--- src/sv/mbrr_pkg.sv ---
// Types, constants and the CRC-16/Modbus byte update for the Modbus RTU read unit.
// No dependencies; imported by mbrr_tx_seq and the top level.
package mbrr_pkg;

    localparam int OP_W        = 2;
    localparam int IN_TDATA_W  = 32;
    localparam int OUT_TDATA_W = 32;
    localparam int STATUS_W    = 2;

    localparam logic [OP_W-1:0] OP_START   = 2'd0;
    localparam logic [OP_W-1:0] OP_RX_BYTE = 2'd1;
    localparam logic [OP_W-1:0] OP_TIMEOUT = 2'd2;

    localparam logic KIND_TX   = 1'b0;
    localparam logic KIND_DONE = 1'b1;

    localparam logic [STATUS_W-1:0] ST_OK      = 2'd0;
    localparam logic [STATUS_W-1:0] ST_SHORT   = 2'd1;
    localparam logic [STATUS_W-1:0] ST_BAD_HDR = 2'd2;
    localparam logic [STATUS_W-1:0] ST_BAD_CRC = 2'd3;

    localparam logic [15:0] CRC_INIT          = 16'hFFFF;
    localparam logic [15:0] CRC_POLY          = 16'hA001;
    localparam logic [7:0]  FUNC_READ_HOLDING = 8'h03;
    localparam logic [15:0] REG_COUNT         = 16'h0001;
    localparam logic [7:0]  RESP_BYTE_COUNT   = 8'h02;

    typedef struct packed {
        logic        valid;
        logic [7:0]  slave_address;
        logic [15:0] register_address;
    } tx_load_t;

    typedef struct packed {
        logic       valid;
        logic [7:0] data;
        logic       last;
    } tx_beat_t;

    function automatic logic [15:0] crc_update(input logic [15:0] crc_in,
                                               input logic [7:0] b);
        logic [15:0] c;
        c = crc_in ^ {8'h00, b};
        for (int k = 0; k < 8; k++) begin
            if (c[0]) begin
                c = (c >> 1) ^ CRC_POLY;
            end else begin
                c = c >> 1;
            end
        end
        return c;
    endfunction

endpackage

--- src/sv/modbus_rtu_single_register_read_unit.sv ---
// Top level of the Modbus RTU single holding-register read unit (master side).
// Depends on mbrr_pkg and mbrr_tx_seq.
//
// Usage:
//   Input beats on s_*: s_tuser is the operation (start, received byte,
//   timeout); s_tdata carries slave address, register address and the
//   received byte. A start produces eight transmit beats on m_* (m_tuser
//   low, m_tlast on the last CRC byte) and arms reception. Seven received
//   bytes or a timeout produce one completion beat (m_tuser high) with
//   status and register value. Other beats produce nothing.
// Path: an input beat is held in the input register; a completion then
//   passes to the output register, a request byte first through the
//   sequencer and then the output register.
// Throughput: one received byte or timeout per cycle, unless the beat needs a
//   stalled output. After a start, the next beat waits in the input register
//   until the eight request bytes have left the sequencer.
// Reset: aresetn (synchronous, active low) drops any pending beat, stops the
//   sequencer and returns to idle with no reply expected.
// Stall: while m_tready is low the output beat holds; beats that produce no
//   result still pass, while a beat that needs the output, or any beat while
//   request bytes are pending, holds in the input register and s_tready drops.
module modbus_rtu_single_register_read_unit (
    input  logic                               aclk,
    input  logic                               aresetn,
    input  logic                               s_tvalid,
    output logic                               s_tready,
    // [7:0] slave_address, [23:8] register_address, [31:24] rx_byte
    input  logic [mbrr_pkg::IN_TDATA_W-1:0]    s_tdata,
    // [1:0] operation
    input  logic [mbrr_pkg::OP_W-1:0]          s_tuser,
    output logic                               m_tvalid,
    input  logic                               m_tready,
    // [7:0] tx_byte, [9:8] status, [25:10] read_value, [31:26] zero
    output logic [mbrr_pkg::OUT_TDATA_W-1:0]   m_tdata,
    // [0] kind
    output logic                               m_tuser,
    output logic                               m_tlast
);
    import mbrr_pkg::*;

    localparam logic [2:0] RX_POS_ADDR   = 3'd0;
    localparam logic [2:0] RX_POS_FUNC   = 3'd1;
    localparam logic [2:0] RX_POS_COUNT  = 3'd2;
    localparam logic [2:0] RX_POS_DATA_H = 3'd3;
    localparam logic [2:0] RX_POS_DATA_L = 3'd4;
    localparam logic [2:0] RX_POS_CRC_LO = 3'd5;
    localparam logic [2:0] RX_POS_CRC_HI = 3'd6;

    logic            in_valid_reg;
    logic [OP_W-1:0] in_op_reg;
    logic [7:0]      in_slave_reg;
    logic [15:0]     in_regaddr_reg;
    logic [7:0]      in_rx_reg;

    logic        awaiting_reg, awaiting_next;
    logic [2:0]  rx_cnt_reg, rx_cnt_next;
    logic [7:0]  exp_addr_reg, exp_addr_next;
    logic        hdr_good_reg, hdr_good_next;
    logic [15:0] rx_crc_reg, rx_crc_next;
    logic [15:0] data_word_reg, data_word_next;
    logic [7:0]  crc_lo_reg, crc_lo_next;

    logic                   m_valid_reg, m_valid_next;
    logic [OUT_TDATA_W-1:0] m_data_reg, m_data_next;
    logic                   m_kind_reg, m_kind_next;
    logic                   m_last_reg, m_last_next;

    logic          out_free;
    logic          in_take;
    logic          is_start, is_byte, is_timeout;
    logic          done_byte, done_to, needs_out;
    logic          consume;
    logic [15:0]   rx_got;
    logic [STATUS_W-1:0] done_status;
    logic [15:0]   done_value;
    tx_load_t      tx_load;
    tx_beat_t      tx_beat;
    logic          tx_busy;

    assign out_free   = !m_valid_reg || m_tready;
    assign is_start   = (in_op_reg == OP_START);
    assign is_byte    = (in_op_reg == OP_RX_BYTE);
    assign is_timeout = (in_op_reg == OP_TIMEOUT);
    assign done_byte  = is_byte && awaiting_reg && (rx_cnt_reg == RX_POS_CRC_HI);
    assign done_to    = is_timeout && awaiting_reg;
    assign needs_out  = done_byte || done_to;
    assign consume    = in_valid_reg && !tx_busy && (!needs_out || out_free);
    assign s_tready   = !in_valid_reg || consume;
    assign in_take    = s_tvalid && s_tready;

    assign tx_load.valid            = consume && is_start;
    assign tx_load.slave_address    = in_slave_reg;
    assign tx_load.register_address = in_regaddr_reg;

    mbrr_tx_seq u_tx_seq (
        .aclk    (aclk),
        .aresetn (aresetn),
        .load    (tx_load),
        .advance (out_free),
        .beat    (tx_beat),
        .busy    (tx_busy)
    );

    // completion fields
    assign rx_got = {in_rx_reg, crc_lo_reg};
    always_comb begin
        done_value = 16'h0000;
        priority if (done_to) begin
            done_status = ST_SHORT;
        end else if (!hdr_good_reg) begin
            done_status = ST_BAD_HDR;
        end else if (rx_got != rx_crc_reg) begin
            done_status = ST_BAD_CRC;
        end else begin
            done_status = ST_OK;
            done_value  = data_word_reg;
        end
    end

    // receive state
    always_comb begin
        awaiting_next  = awaiting_reg;
        rx_cnt_next    = rx_cnt_reg;
        exp_addr_next  = exp_addr_reg;
        hdr_good_next  = hdr_good_reg;
        rx_crc_next    = rx_crc_reg;
        data_word_next = data_word_reg;
        crc_lo_next    = crc_lo_reg;
        if (consume) begin
            if (is_start) begin
                awaiting_next  = 1'b1;
                rx_cnt_next    = RX_POS_ADDR;
                exp_addr_next  = in_slave_reg;
                hdr_good_next  = 1'b1;
                rx_crc_next    = CRC_INIT;
                data_word_next = 16'h0000;
                crc_lo_next    = 8'h00;
            end else if (needs_out) begin
                awaiting_next = 1'b0;
                rx_cnt_next   = RX_POS_ADDR;
            end else if (is_byte && awaiting_reg) begin
                unique case (rx_cnt_reg)
                    RX_POS_ADDR: begin
                        if (in_rx_reg != exp_addr_reg) hdr_good_next = 1'b0;
                    end
                    RX_POS_FUNC: begin
                        if (in_rx_reg != FUNC_READ_HOLDING) hdr_good_next = 1'b0;
                    end
                    RX_POS_COUNT: begin
                        if (in_rx_reg != RESP_BYTE_COUNT) hdr_good_next = 1'b0;
                    end
                    RX_POS_DATA_H: data_word_next = {in_rx_reg, data_word_reg[7:0]};
                    RX_POS_DATA_L: data_word_next = {data_word_reg[15:8], in_rx_reg};
                    RX_POS_CRC_LO: crc_lo_next = in_rx_reg;
                    default: ;
                endcase
                if (rx_cnt_reg < RX_POS_CRC_LO) begin
                    rx_crc_next = crc_update(rx_crc_reg, in_rx_reg);
                end
                rx_cnt_next = rx_cnt_reg + 3'd1;
            end
        end
    end

    // output register: request bytes and completions never compete
    always_comb begin
        m_valid_next = m_valid_reg;
        m_data_next  = m_data_reg;
        m_kind_next  = m_kind_reg;
        m_last_next  = m_last_reg;
        if (out_free) begin
            m_valid_next = tx_beat.valid || (consume && needs_out);
            if (tx_beat.valid) begin
                m_kind_next = KIND_TX;
                m_last_next = tx_beat.last;
                m_data_next = {{(OUT_TDATA_W - 8){1'b0}}, tx_beat.data};
            end else begin
                m_kind_next = KIND_DONE;
                m_last_next = 1'b0;
                m_data_next = {{(OUT_TDATA_W - 26){1'b0}}, done_value, done_status, 8'h00};
            end
        end
    end

    always_ff @(posedge aclk) begin
        if (!aresetn) begin
            in_valid_reg  <= 1'b0;
            awaiting_reg  <= 1'b0;
            rx_cnt_reg    <= RX_POS_ADDR;
            exp_addr_reg  <= 8'h00;
            hdr_good_reg  <= 1'b1;
            rx_crc_reg    <= CRC_INIT;
            data_word_reg <= 16'h0000;
            crc_lo_reg    <= 8'h00;
            m_valid_reg   <= 1'b0;
        end else begin
            if (in_take) begin
                in_valid_reg <= 1'b1;
            end else if (consume) begin
                in_valid_reg <= 1'b0;
            end
            awaiting_reg  <= awaiting_next;
            rx_cnt_reg    <= rx_cnt_next;
            exp_addr_reg  <= exp_addr_next;
            hdr_good_reg  <= hdr_good_next;
            rx_crc_reg    <= rx_crc_next;
            data_word_reg <= data_word_next;
            crc_lo_reg    <= crc_lo_next;
            m_valid_reg   <= m_valid_next;
        end
    end

    always_ff @(posedge aclk) begin
        if (in_take) begin
            in_op_reg      <= s_tuser;
            in_slave_reg   <= s_tdata[7:0];
            in_regaddr_reg <= s_tdata[23:8];
            in_rx_reg      <= s_tdata[31:24];
        end
        m_data_reg <= m_data_next;
        m_kind_reg <= m_kind_next;
        m_last_reg <= m_last_next;
    end

    assign m_tvalid = m_valid_reg;
    assign m_tdata  = m_data_reg;
    assign m_tuser  = m_kind_reg;
    assign m_tlast  = m_last_reg;

endmodule

--- src/sv/mbrr_tx_seq.sv ---
// Request sequencer: emits the eight request bytes, folding the CRC one byte per beat.
// Depends on mbrr_pkg.
module mbrr_tx_seq (
    input  logic               aclk,
    input  logic               aresetn,
    input  mbrr_pkg::tx_load_t load,
    input  logic               advance,
    output mbrr_pkg::tx_beat_t beat,
    output logic               busy
);
    import mbrr_pkg::*;

    localparam logic [2:0] POS_ADDR   = 3'd0;
    localparam logic [2:0] POS_FUNC   = 3'd1;
    localparam logic [2:0] POS_REG_HI = 3'd2;
    localparam logic [2:0] POS_REG_LO = 3'd3;
    localparam logic [2:0] POS_CNT_HI = 3'd4;
    localparam logic [2:0] POS_CNT_LO = 3'd5;
    localparam logic [2:0] POS_CRC_LO = 3'd6;
    localparam logic [2:0] POS_CRC_HI = 3'd7;

    logic        active_reg;
    logic [2:0]  idx_reg;
    logic [15:0] crc_reg;
    logic [7:0]  slave_reg;
    logic [15:0] regaddr_reg;
    logic [7:0]  byte_sel;
    logic        step;

    always_comb begin
        unique case (idx_reg)
            POS_ADDR:   byte_sel = slave_reg;
            POS_FUNC:   byte_sel = FUNC_READ_HOLDING;
            POS_REG_HI: byte_sel = regaddr_reg[15:8];
            POS_REG_LO: byte_sel = regaddr_reg[7:0];
            POS_CNT_HI: byte_sel = REG_COUNT[15:8];
            POS_CNT_LO: byte_sel = REG_COUNT[7:0];
            POS_CRC_LO: byte_sel = crc_reg[7:0];
            POS_CRC_HI: byte_sel = crc_reg[15:8];
            default:    byte_sel = 8'h00;
        endcase
    end

    assign step       = active_reg && advance;
    assign busy       = active_reg;
    assign beat.valid = active_reg;
    assign beat.data  = byte_sel;
    assign beat.last  = (idx_reg == POS_CRC_HI);

    always_ff @(posedge aclk) begin
        if (!aresetn) begin
            active_reg <= 1'b0;
            idx_reg    <= POS_ADDR;
        end else if (load.valid) begin
            active_reg <= 1'b1;
            idx_reg    <= POS_ADDR;
        end else if (step) begin
            idx_reg <= idx_reg + 3'd1;
            if (idx_reg == POS_CRC_HI) begin
                active_reg <= 1'b0;
            end
        end
    end

    always_ff @(posedge aclk) begin
        if (load.valid) begin
            crc_reg     <= CRC_INIT;
            slave_reg   <= load.slave_address;
            regaddr_reg <= load.register_address;
        end else if (step && (idx_reg < POS_CRC_LO)) begin
            crc_reg <= crc_update(crc_reg, byte_sel);
        end
    end

endmodule

--- config.mk ---
export PLATFORM = sky130hd
export DESIGN_NAME = modbus_rtu_single_register_read_unit
export DESIGN_NICKNAME = d
export VERILOG_FILES = /design/src/sv/mbrr_pkg.sv /design/src/sv/modbus_rtu_single_register_read_unit.sv /design/src/sv/mbrr_tx_seq.sv
export SDC_FILE = /design/constraint.sdc
export NUM_CORES = 1
export LEC_CHECK = 0
export ABC_AREA = 0
export BUFFER_PORTS_ARGS = -buffer_cell sky130_fd_sc_hd__buf_2
export CORE_MARGIN = 4
export CORE_UTILIZATION = 61
export CTS_CLUSTER_SIZE = 16
export DETAILED_ROUTE_END_ITERATION = 7
export PLACE_DENSITY = 0.82
export SLEW_MARGIN = 10
export SYNTH_ARGS = -nofsm -noshare
export SYNTH_HDL_FRONTEND = slang
export SYNTH_SLANG_ARGS = --single-unit
export TNS_END_PERCENT = 5
--- constraint.sdc ---
create_clock -name aclk -period 5.55 [get_ports aclk]
set_input_delay 0.555 -clock aclk [delete_from_list [all_inputs] [get_ports aclk]]
set_output_delay 0.555 -clock aclk [all_outputs]
set_load 0.02 [all_outputs]
* Yosys cells after proc, flatten, opt, wreduce, memory -nomap -nowiden
Index checks and enable logic that the tools add are counted.
Word-level totals: bits in registers 167
Operators by class: multiplexer cells 99, bitwise gates (word level) 20, order comparisons 2, reductions and logical operators 45, eq/ne operators 25, $add $sub $neg 2
Operators with widths (number):
- $mux W16 | 72
- $pmux W8 S8 | 1
- $not A2 Y3 | 16
- $mux W8 | 4
- $pmux W16 S2 | 1
- $xor A16 B8 Y16 | 2
- $eq A3 B3 Y1 const B | 7
- $reduce_bool A2 Y1 | 9
- $ne A16 B16 Y1 | 1
- $ne A8 B2 Y1 const B | 2
- $mux W1 | 14
- $eq A3 B2 Y1 const B | 4
- $logic_and A1 B1 Y1 | 10
- $reduce_and A5 Y1 | 2
- $mux W3 | 3
- $ne A3 B3 Y1 const B | 3
- $ne A8 B8 Y1 | 1
- $reduce_and A2 Y1 | 4
- $reduce_and A4 Y1 | 2
- $reduce_and A7 Y1 | 1
- $add A3 B1 Y3 const B | 2
- $eq A3 B1 Y1 const B | 2
- $logic_not A3 Y1 | 2
- $lt A3 B3 Y1 const B | 2
- other kinds (13) | 26

* Depth between registers and ports, before layout
Gate-level depths: netlist of run 1.
depth after elaboration 56, mapped depth 15, gate-level depth less buffers 10

* Modules after synthesis
From an unflattened synthesis of run 1, not the netlist that was laid out.
Unflattened totals: cell total of the unflattened synthesis 630, area, all modules 7045.5 um2
Modules (own cells, without submodules):
- modbus_rtu_single_register_read_unit | cells each 417, instances 1, area an instance 4814.6 um2
- mbrr_tx_seq | cells each 213, instances 1, area an instance 2230.9 um2

* Worst setup path before layout of run 1
OpenSTA, ideal clock, no wires.
path kind input-to-reg, from in m_tready, to reg in_op_reg[0] (enable), buffers on the path 1, slack 1.903 ns, stages on the path 5, data required time 5.156 ns, arrival 3.253 ns, cell sequence nand2b_1 -> clkbuf_1 -> nor2_1 -> o21ai_0 -> and2_1
Between the ends: longest elaborated chain between the ends 5
RTL lines:
- start, declared | RTL line modbus_rtu_single_register_read_unit.sv:32 | input logic m_tready,
- $logic_or A1 B1 Y1 | RTL line modbus_rtu_single_register_read_unit.sv:80 | assign out_free = !m_valid_reg || m_tready;
- via out_free | RTL line modbus_rtu_single_register_read_unit.sv:68 | logic out_free;
- $logic_or A1 B1 Y1 | RTL line modbus_rtu_single_register_read_unit.sv:87 | assign consume = in_valid_reg && !tx_busy && (!needs_out || out_free);
- $logic_and A1 B1 Y1 | RTL line modbus_rtu_single_register_read_unit.sv:87
- $logic_or A1 B1 Y1 | RTL line modbus_rtu_single_register_read_unit.sv:88 | assign s_tready = !in_valid_reg || consume;
- via s_tready | RTL line modbus_rtu_single_register_read_unit.sv:26 | output logic s_tready,
- $logic_and A1 B1 Y1 | RTL line modbus_rtu_single_register_read_unit.sv:89 | assign in_take = s_tvalid && s_tready;
- via in_take | RTL line modbus_rtu_single_register_read_unit.sv:69 | logic in_take;
- end signal, assigned | RTL line modbus_rtu_single_register_read_unit.sv:215 | in_op_reg <= s_tuser;
- end, declared | RTL line modbus_rtu_single_register_read_unit.sv:50 | logic [OP_W-1:0] in_op_reg;
The timed path passes the listed nets, and every way through them passes these cells. A chain may end at the register's enable or synchronous reset.

==> results of run 1 <==
==> how the worst max path moves through the flow <==
| stage | to | start |
|---|---|---|
| after floorplan | in_op_reg[0]$_DFFE_PP_ | m_tready |
| after global placement | u_tx_seq.crc_reg[0]$_SDFFE_PP1P_ | u_tx_seq.idx_reg[1]$_SDFFE_PP0P_ |
| after detailed placement | u_tx_seq.crc_reg[0]$_SDFFE_PP1P_ | u_tx_seq.idx_reg[1]$_SDFFE_PP0P_ |
| after CTS | u_tx_seq.crc_reg[0]$_SDFFE_PP1P_ | u_tx_seq.idx_reg[1]$_SDFFE_PP0P_ |
| after global routing | u_tx_seq.crc_reg[0]$_SDFFE_PP1P_ | u_tx_seq.idx_reg[1]$_SDFFE_PP0P_ |
| final | u_tx_seq.crc_reg[0]$_SDFFE_PP1P_ | u_tx_seq.idx_reg[1]$_SDFFE_PP0P_ |
==> placed cells by master, fill, tap and decap left out, drive strengths merged, types with 2 or more instances in the layout <==
cell type / instances
a21boi: 18
a21o: 2
a21oi: 32
a222oi: 6
a311oi: 4
and2: 21
and3: 4
and4: 2
buf: 71
bufinv: 2
clkbuf: 17
clkinv: 4
clkinvlp: 2
conb: 6
dfxtp: 75
edfxtp: 86
ha: 11
inv: 20
mux2i: 4
nand2: 74
nand2b: 9
nand3: 17
nand4: 5
nor2: 27
nor2b: 21
nor3: 34
nor3b: 2
nor4: 3
o211ai: 10
o21a: 3
o21ai: 29
o22ai: 9
or2: 3
xnor2: 43
xnor3: 3
xor2: 15
==> stage by stage <==
stage          cell area, µm²  total power [W]  hold slack (ps)  setup slack [ps]  utilization (%)
3_3_place_gp             7390          0.00180              406              2090             65.0
3_5_place_dp             7390          0.00181              408              1970             65.0
2_1_floorplan            7080          0.00172              400              1900                -
4_1_cts                  7970          0.00294              294              1970             70.1
5_1_grt                  7980          0.00305              293              1810             70.2
6_report                 7980          0.00293              304              1920             70.2
==> critical path: stages (launching register included) <==
cell,delay [ps]
dfxtp_1,350
ha_1,220
ha_1,330
or4_4,640
or2_4,380
and3_1,180
o22ai_1,290
xnor3_1,470
xnor3_2,270
xnor3_1,230
a2bb2oi_1,140
==> cell type report <==
| class | instances | area share (%) |
|---|---|---|
| well taps | 143 | 2.24 |
| multi-input cells | 431 | 34.1 |
| repair buffers | 71 | 4.58 |
| clock inverters | 14 | 1.94 |
| flip-flops and latches | 161 | 51.2 |
| inverters | 14 | 0.659 |
| clock buffers | 17 | 5.33 |
==> kinds of logic after synthesis <==
family                     share of synthesized area [%]
DFF                                                 57.9
xor gates and xnor gates                            8.38
and+or+nand+nor                                     15.8
adders and majority gates                           1.95
buffers and inverters                               3.99
muxes                                              0.904
other                                             0.0531
AOI/OAI and AO/OA                                   11.0
==> power by group <==
group          switching, W  internal, W  total, W
registers         0.0000780      0.00133   0.00141
clock network      0.000475     0.000668   0.00114
logic              0.000188     0.000192  0.000380
==> Yosys cell counts, types with 3 or more instances <==
library cell / instances / area (µm²)
a311oi_1: 4 / 35.0
nand3_1: 17 / 85.1
clkbuf_1: 35 / 131
nor2_1: 27 / 101
buf_4: 6 / 45.0
ha_1: 11 / 138
o21a_1: 3 / 22.5
o211ai_1: 10 / 75.1
a21oi_1: 32 / 160
mux2i_1: 3 / 30.0
nor4_1: 3 / 18.8
nor3_1: 34 / 170
o21ai_0: 24 / 120
xor2_1: 14 / 123
a21boi_0: 18 / 135
o22ai_1: 9 / 56.3
a222oi_1: 6 / 60.1
inv_1: 14 / 52.6
dfxtp_1: 75 / 1500
nand2b_1: 9 / 56.3
nand2_1: 74 / 278
buf_6: 4 / 45.0
o21ai_1: 5 / 25.0
xnor2_1: 42 / 368
and3_1: 4 / 25.0
nor2b_1: 21 / 131
nand4_1: 5 / 31.3
and2_1: 21 / 131
edfxtp_1: 86 / 2580
==> metal layers <==
metal  share of wire [%]  vias to the layer above  wire (µm)  track usage, %
met1                  44                     2297       6310            31.4
met3                 8.6                       29       1220            5.54
met4                 2.1                        0        305            9.00
met2                  45                      204       6370            33.9
li1                    -                     2370          -               -
met5                   0                        -          0               0
==> impl_metrics.env, run 1 <==
export IMPL_async_reset_ff_share_pct=0
export IMPL_p_leak_nw=3.03
export IMPL_rsz0062_at_grt="no"
export IMPL_gr_total_overflow=0
export IMPL_drt_antenna_violating_nets=0
export IMPL_die_area_mm2=0.0134
export IMPL_fillers=839
export IMPL_synth_area_mm2=0.00706
export IMPL_crit_arrival_ps=3930
export IMPL_synth_edf_count=86
export IMPL_htree_levels=4
export IMPL_via_count=4900
export IMPL_timing_hold_worst_start="s_tdata[5]"
export IMPL_rows=39
export IMPL_cts_path_max_buffers=2
export IMPL_min_path_type="input pin to register"
export IMPL_core_mm2=0.0114
export IMPL_status="completed"
export IMPL_clkSinkCount=161
export IMPL_grt_max_degree=58
export IMPL_synthDistinctLibCells=55
export IMPL_multi_input_area_mm2=0.00272
export IMPL_grt_first_pass_wirelength_mm=23.2
export IMPL_port_buffers=67
export IMPL_worst_setup_path_start_kind="register"
export IMPL_cts_hold_fix_buffers=0
export IMPL_nNetsFinal=745
export IMPL_crit_path_end_kind="register"
export IMPL_worst_ep_required_time_ps=5850
export IMPL_ys_ff_latch=161
export IMPL_io_pins=74
export IMPL_die_w_um=116
export IMPL_drt_iter0_drc=342
export IMPL_clock_root_buffer="clkbuf_16"
export IMPL_clk_pin_slew_ps=60
export IMPL_drc=0
export IMPL_clk_latency_ps=420
export IMPL_holdPathStages=1
export IMPL_finalNonFillerCells=851
export IMPL_relSlewSlack_pct=23.4
export IMPL_start_util_pct=62.1
export IMPL_crit_type="register to register"
export IMPL_hold_viol_final=0
export IMPL_maxSlewViolCount=0
export IMPL_firstDrtPassIters=5
export IMPL_cp_max_fo=23
export IMPL_period_minus_slack_ps=3630
export IMPL_min_to="in_slave_reg[5]$_DFFE_PP_"
export IMPL_post_cts_resized=0
export IMPL_cts_setup_buffers=0
export IMPL_fmax_ghz=0.276
export IMPL_grt_use_total_pct=22.4
export IMPL_setup_viol=0
export IMPL_n_antenna_cell=0
export IMPL_syn_mean_instance_area_um2=10.9
export IMPL_synthFlopType="edfxtp_1"
export IMPL_route_detailed_wl_per_inst_um=16.7
export IMPL_first_global_vias=4635
export IMPL_worst_pin_slew_ps=1150
export IMPL_r2r_start="u_tx_seq.idx_reg[1]$_SDFFE_PP0P_"
export IMPL_rr_endpoint="u_tx_seq.crc_reg[0]$_SDFFE_PP1P_"
export IMPL_seq_area_mm2=0.00408
export IMPL_setup_tns_ps=0
export IMPL_seq_area_frac_synth_pct=57.9
export IMPL_ir_worst_vdd_uv=298
export IMPL_largest_reg_flops=26
export IMPL_cts_tree="built"
export IMPL_syn_inst=648
export IMPL_antenna_found_initial=0
export IMPL_drv_cap=0
export IMPL_placed_cells=820
export IMPL_hpwl_mm=9.86
export IMPL_areaGrowthSynthToFinish_pct=13.0
export IMPL_period_share_pct=65.4
export IMPL_r2r_slack_ps=1920
export IMPL_viasPerCell=5.76
export IMPL_routed_wl_mm=14.2
export IMPL_power_density_mw_per_mm2=368
export IMPL_cts_buffers_inserted=17
export IMPL_finClkSkew_ps=5.81
export IMPL_drive_gt1_share_pct=15.7
export IMPL_yosys_warnings=0
export IMPL_rr_worst_depth=10
export IMPL_fp_dieH_um=116
export IMPL_place_congestion=0.898
No activity file was read; power rests on OpenSTA's default activity.
==> run 2, diff against run 1 <==
--- a/config.mk
+++ b/config.mk
@@ -8,10 +8,10 @@
 export ABC_AREA = 0
 export BUFFER_PORTS_ARGS = -buffer_cell sky130_fd_sc_hd__buf_2
 export CORE_MARGIN = 4
-export CORE_UTILIZATION = 61
+export CORE_UTILIZATION = 53
 export CTS_CLUSTER_SIZE = 16
 export DETAILED_ROUTE_END_ITERATION = 7
-export PLACE_DENSITY = 0.82
+export PLACE_DENSITY = 0.76
 export SLEW_MARGIN = 10
 export SYNTH_ARGS = -nofsm -noshare
 export SYNTH_HDL_FRONTEND = slang
==> constraint.sdc (replaced) <==
create_clock -name aclk -period 3.18 [get_ports aclk]
set_input_delay 0.318 -clock aclk [delete_from_list [all_inputs] [get_ports aclk]]
set_output_delay 0.318 -clock aclk [all_outputs]
set_load 0.02 [all_outputs]
==> run 2 against run 1 <==
Against the previous run:
- the flow now finishes with violations (negative setup slack)
- clock skew grew 3.4 ps
- power grew 84%
- combinational power grew 110%
- flip-flop and latch count is the same
- fmax grew 13%
- worst hold slack lost 240 ps
- die area grew 14%
- cell area grew 5.7%
- non-clock buffer count grew 33
- largest cell class unchanged
- final cell count grew 7.4%
- first-iteration DRC count grew 25%
==> impl_metrics.env, run 2 (synthesized netlist as in run 1, its figures left out) <==
export IMPL_period_minus_slack_ps=3200
export IMPL_setup_tns_ps=-20.1
export IMPL_period_share_pct=101
export IMPL_crit_path_cell_trace="ha_4, ha_4, or4_4, or2_4, buf_6, buf_6, a21oi_4, o22ai_2, xnor2_2, xnor3_2, xnor3_1, a2bb2oi_2"
export IMPL_grt_use_total_pct=21.3
export IMPL_via_count=5054
export IMPL_crit_slowest_cell="or4_4"
export IMPL_die_area_mm2=0.0152
export IMPL_areaGrowthSynthToFinish_pct=19.4
export IMPL_route_detailed_wl_per_inst_um=16.7
export IMPL_violations="negative setup slack"
export IMPL_hold_viol_final=0
export IMPL_clock_root_buffer="clkbuf_16"
export IMPL_cts_hold_fix_buffers=0
export IMPL_crit_arrival_ps=3500
export IMPL_drv_cap=0
export IMPL_htree_levels=4
export IMPL_min_path_type="input pin to register"
export IMPL_fin_area_mm2=0.00843
export IMPL_drive_gt1_share_pct=21.6
export IMPL_worstSetupPathDepth=12
export IMPL_n_antenna_cell=0
export IMPL_cts_path_max_buffers=2
export IMPL_rr_worst_depth=12
export IMPL_relSlewSlack_pct=42.9
export IMPL_p_leak_nw=3.24
export IMPL_gr_total_overflow=0
export IMPL_crit_type="register to register"
export IMPL_nNetsFinal=779
export IMPL_die_w_um=123
export IMPL_placed_cell_area_mm2=0.00760
export IMPL_setup_viol=1
export IMPL_holdPathStages=1
export IMPL_power_density_mw_per_mm2=642
export IMPL_rows=41
export IMPL_multi_input_area_mm2=0.00283
export IMPL_critical_path_buf_inv_count=2
export IMPL_seq_area_mm2=0.00409
export IMPL_layout_common_cells="edfxtp_1, nand2_1, dfxtp_1, buf_2, xnor2_1"
export IMPL_largest_reg_flops=26
export IMPL_cp_max_fo=4
export IMPL_worst_pin_slew_ps=857
export IMPL_ir_worst_vdd_uv=434
export IMPL_routed_wl_mm=15.3
export IMPL_drc=0
export IMPL_drt_antenna_violating_nets=0
export IMPL_fp_dieH_um=123
export IMPL_grt_max_degree=58
export IMPL_viasPerCell=5.53
export IMPL_fillers=982
export IMPL_fmax_ghz=0.312
export IMPL_crit_path_end_kind="register"
export IMPL_worst_setup_path_start_kind="register"
export IMPL_worst_ep_required_time_ps=3480
export IMPL_maxSlewViolCount=0
export IMPL_status="finished with violations"
export IMPL_grt_first_pass_wirelength_mm=24.4
export IMPL_core_mm2=0.0128
export IMPL_clkSinkCount=161
export IMPL_fin_ws_ps=-20.1
export IMPL_clk_pin_slew_ps=70
export IMPL_place_congestion=0.910
export IMPL_cts_buffers_inserted=17
export IMPL_first_global_vias=4717
export IMPL_clk_latency_ps=430
export IMPL_slowest_delay_ps=540
export IMPL_final_common_cell="edfxtp_1"
export IMPL_firstDrtPassIters=7
export IMPL_port_buffers=67
export IMPL_hpwl_mm=10.4
export IMPL_cts_tree="built"
export IMPL_finClkSkew_ps=9.17
export IMPL_start_util_pct=55.0
export IMPL_path_delay_family="XOR/XNOR gates"
export IMPL_rsz0062_at_grt="yes"
export IMPL_antenna_found_initial=0
export IMPL_io_pins=74
export IMPL_drt_iter0_drc=429
[run 2: timing repair]
item                       CTS  global route
setup endpoints to repair    2             2
resized for setup           10            17
pin swaps                    6             9
gates cloned                 1             0
buffers inserted             5             5
[run 2: through the flow]
| stage | total power [W] | utilization, % | hold slack (ps) | worst slack, ps | instances |
|---|---|---|---|---|---|
| 2_1_floorplan | 0.00300 | - | 400 | -252 | 653 |
| 3_3_place_gp | 0.00319 | 59.3 | 401 | 24.1 | 872 |
| 3_5_place_dp | 0.00321 | 59.3 | 405 | -73.7 | 872 |
| 4_1_cts | 0.00536 | 64.7 | 50.0 | 6.20 | 909 |
| 5_1_grt | 0.00561 | 65.7 | 47.2 | -108 | 914 |
| 6_report | 0.00541 | 65.7 | 62.4 | -20.1 | 914 |
[run 2: path summary, 6_finish.rpt]
path	startpoint	endpoint	slack, ps
max	u_tx_seq.idx_reg[0]$_SDFFE_PP0P_	u_tx_seq.crc_reg[0]$_SDFFE_PP1P_	-20
min	s_tdata[12]	in_regaddr_reg[4]$_DFFE_PP_	60
max reg2reg	u_tx_seq.idx_reg[0]$_SDFFE_PP0P_	u_tx_seq.crc_reg[0]$_SDFFE_PP1P_	-20
min reg2reg	in_regaddr_reg[14]$_DFFE_PP_	u_tx_seq.regaddr_reg[14]$_DFFE_PP_	420
[run 2: area by class of cell]
class / instances / share of cell area, %
inverter: 14 / 0.623
sequential: 161 / 48.5
clock buffer: 17 / 5.05
timing repair buffer: 104 / 7.51
multi-input combinational: 432 / 33.5
tap: 172 / 2.55
clock inverter: 14 / 2.23
[run 2: power by group]
part | switching, W | leakage (nW) | internal [W] | total [W]
clock | 0.000820 | 0.297 | 0.00131 | 0.00213
combinational | 0.000372 | 1.45 | 0.000445 | 0.000817
sequential | 0.000137 | 1.49 | 0.00233 | 0.00246
total | 0.00133 | 3.24 | 0.00408 | 0.00541
[run 2: layer usage]
metal  GRT usage, %  wire [µm]  vias to the layer above
met1           31.6       7270                     2392
li1               -          -                     2439
met3           5.26       1100                       31
met2           30.5       6600                      192
met4           7.61        280                        0
met5              0          0                        -
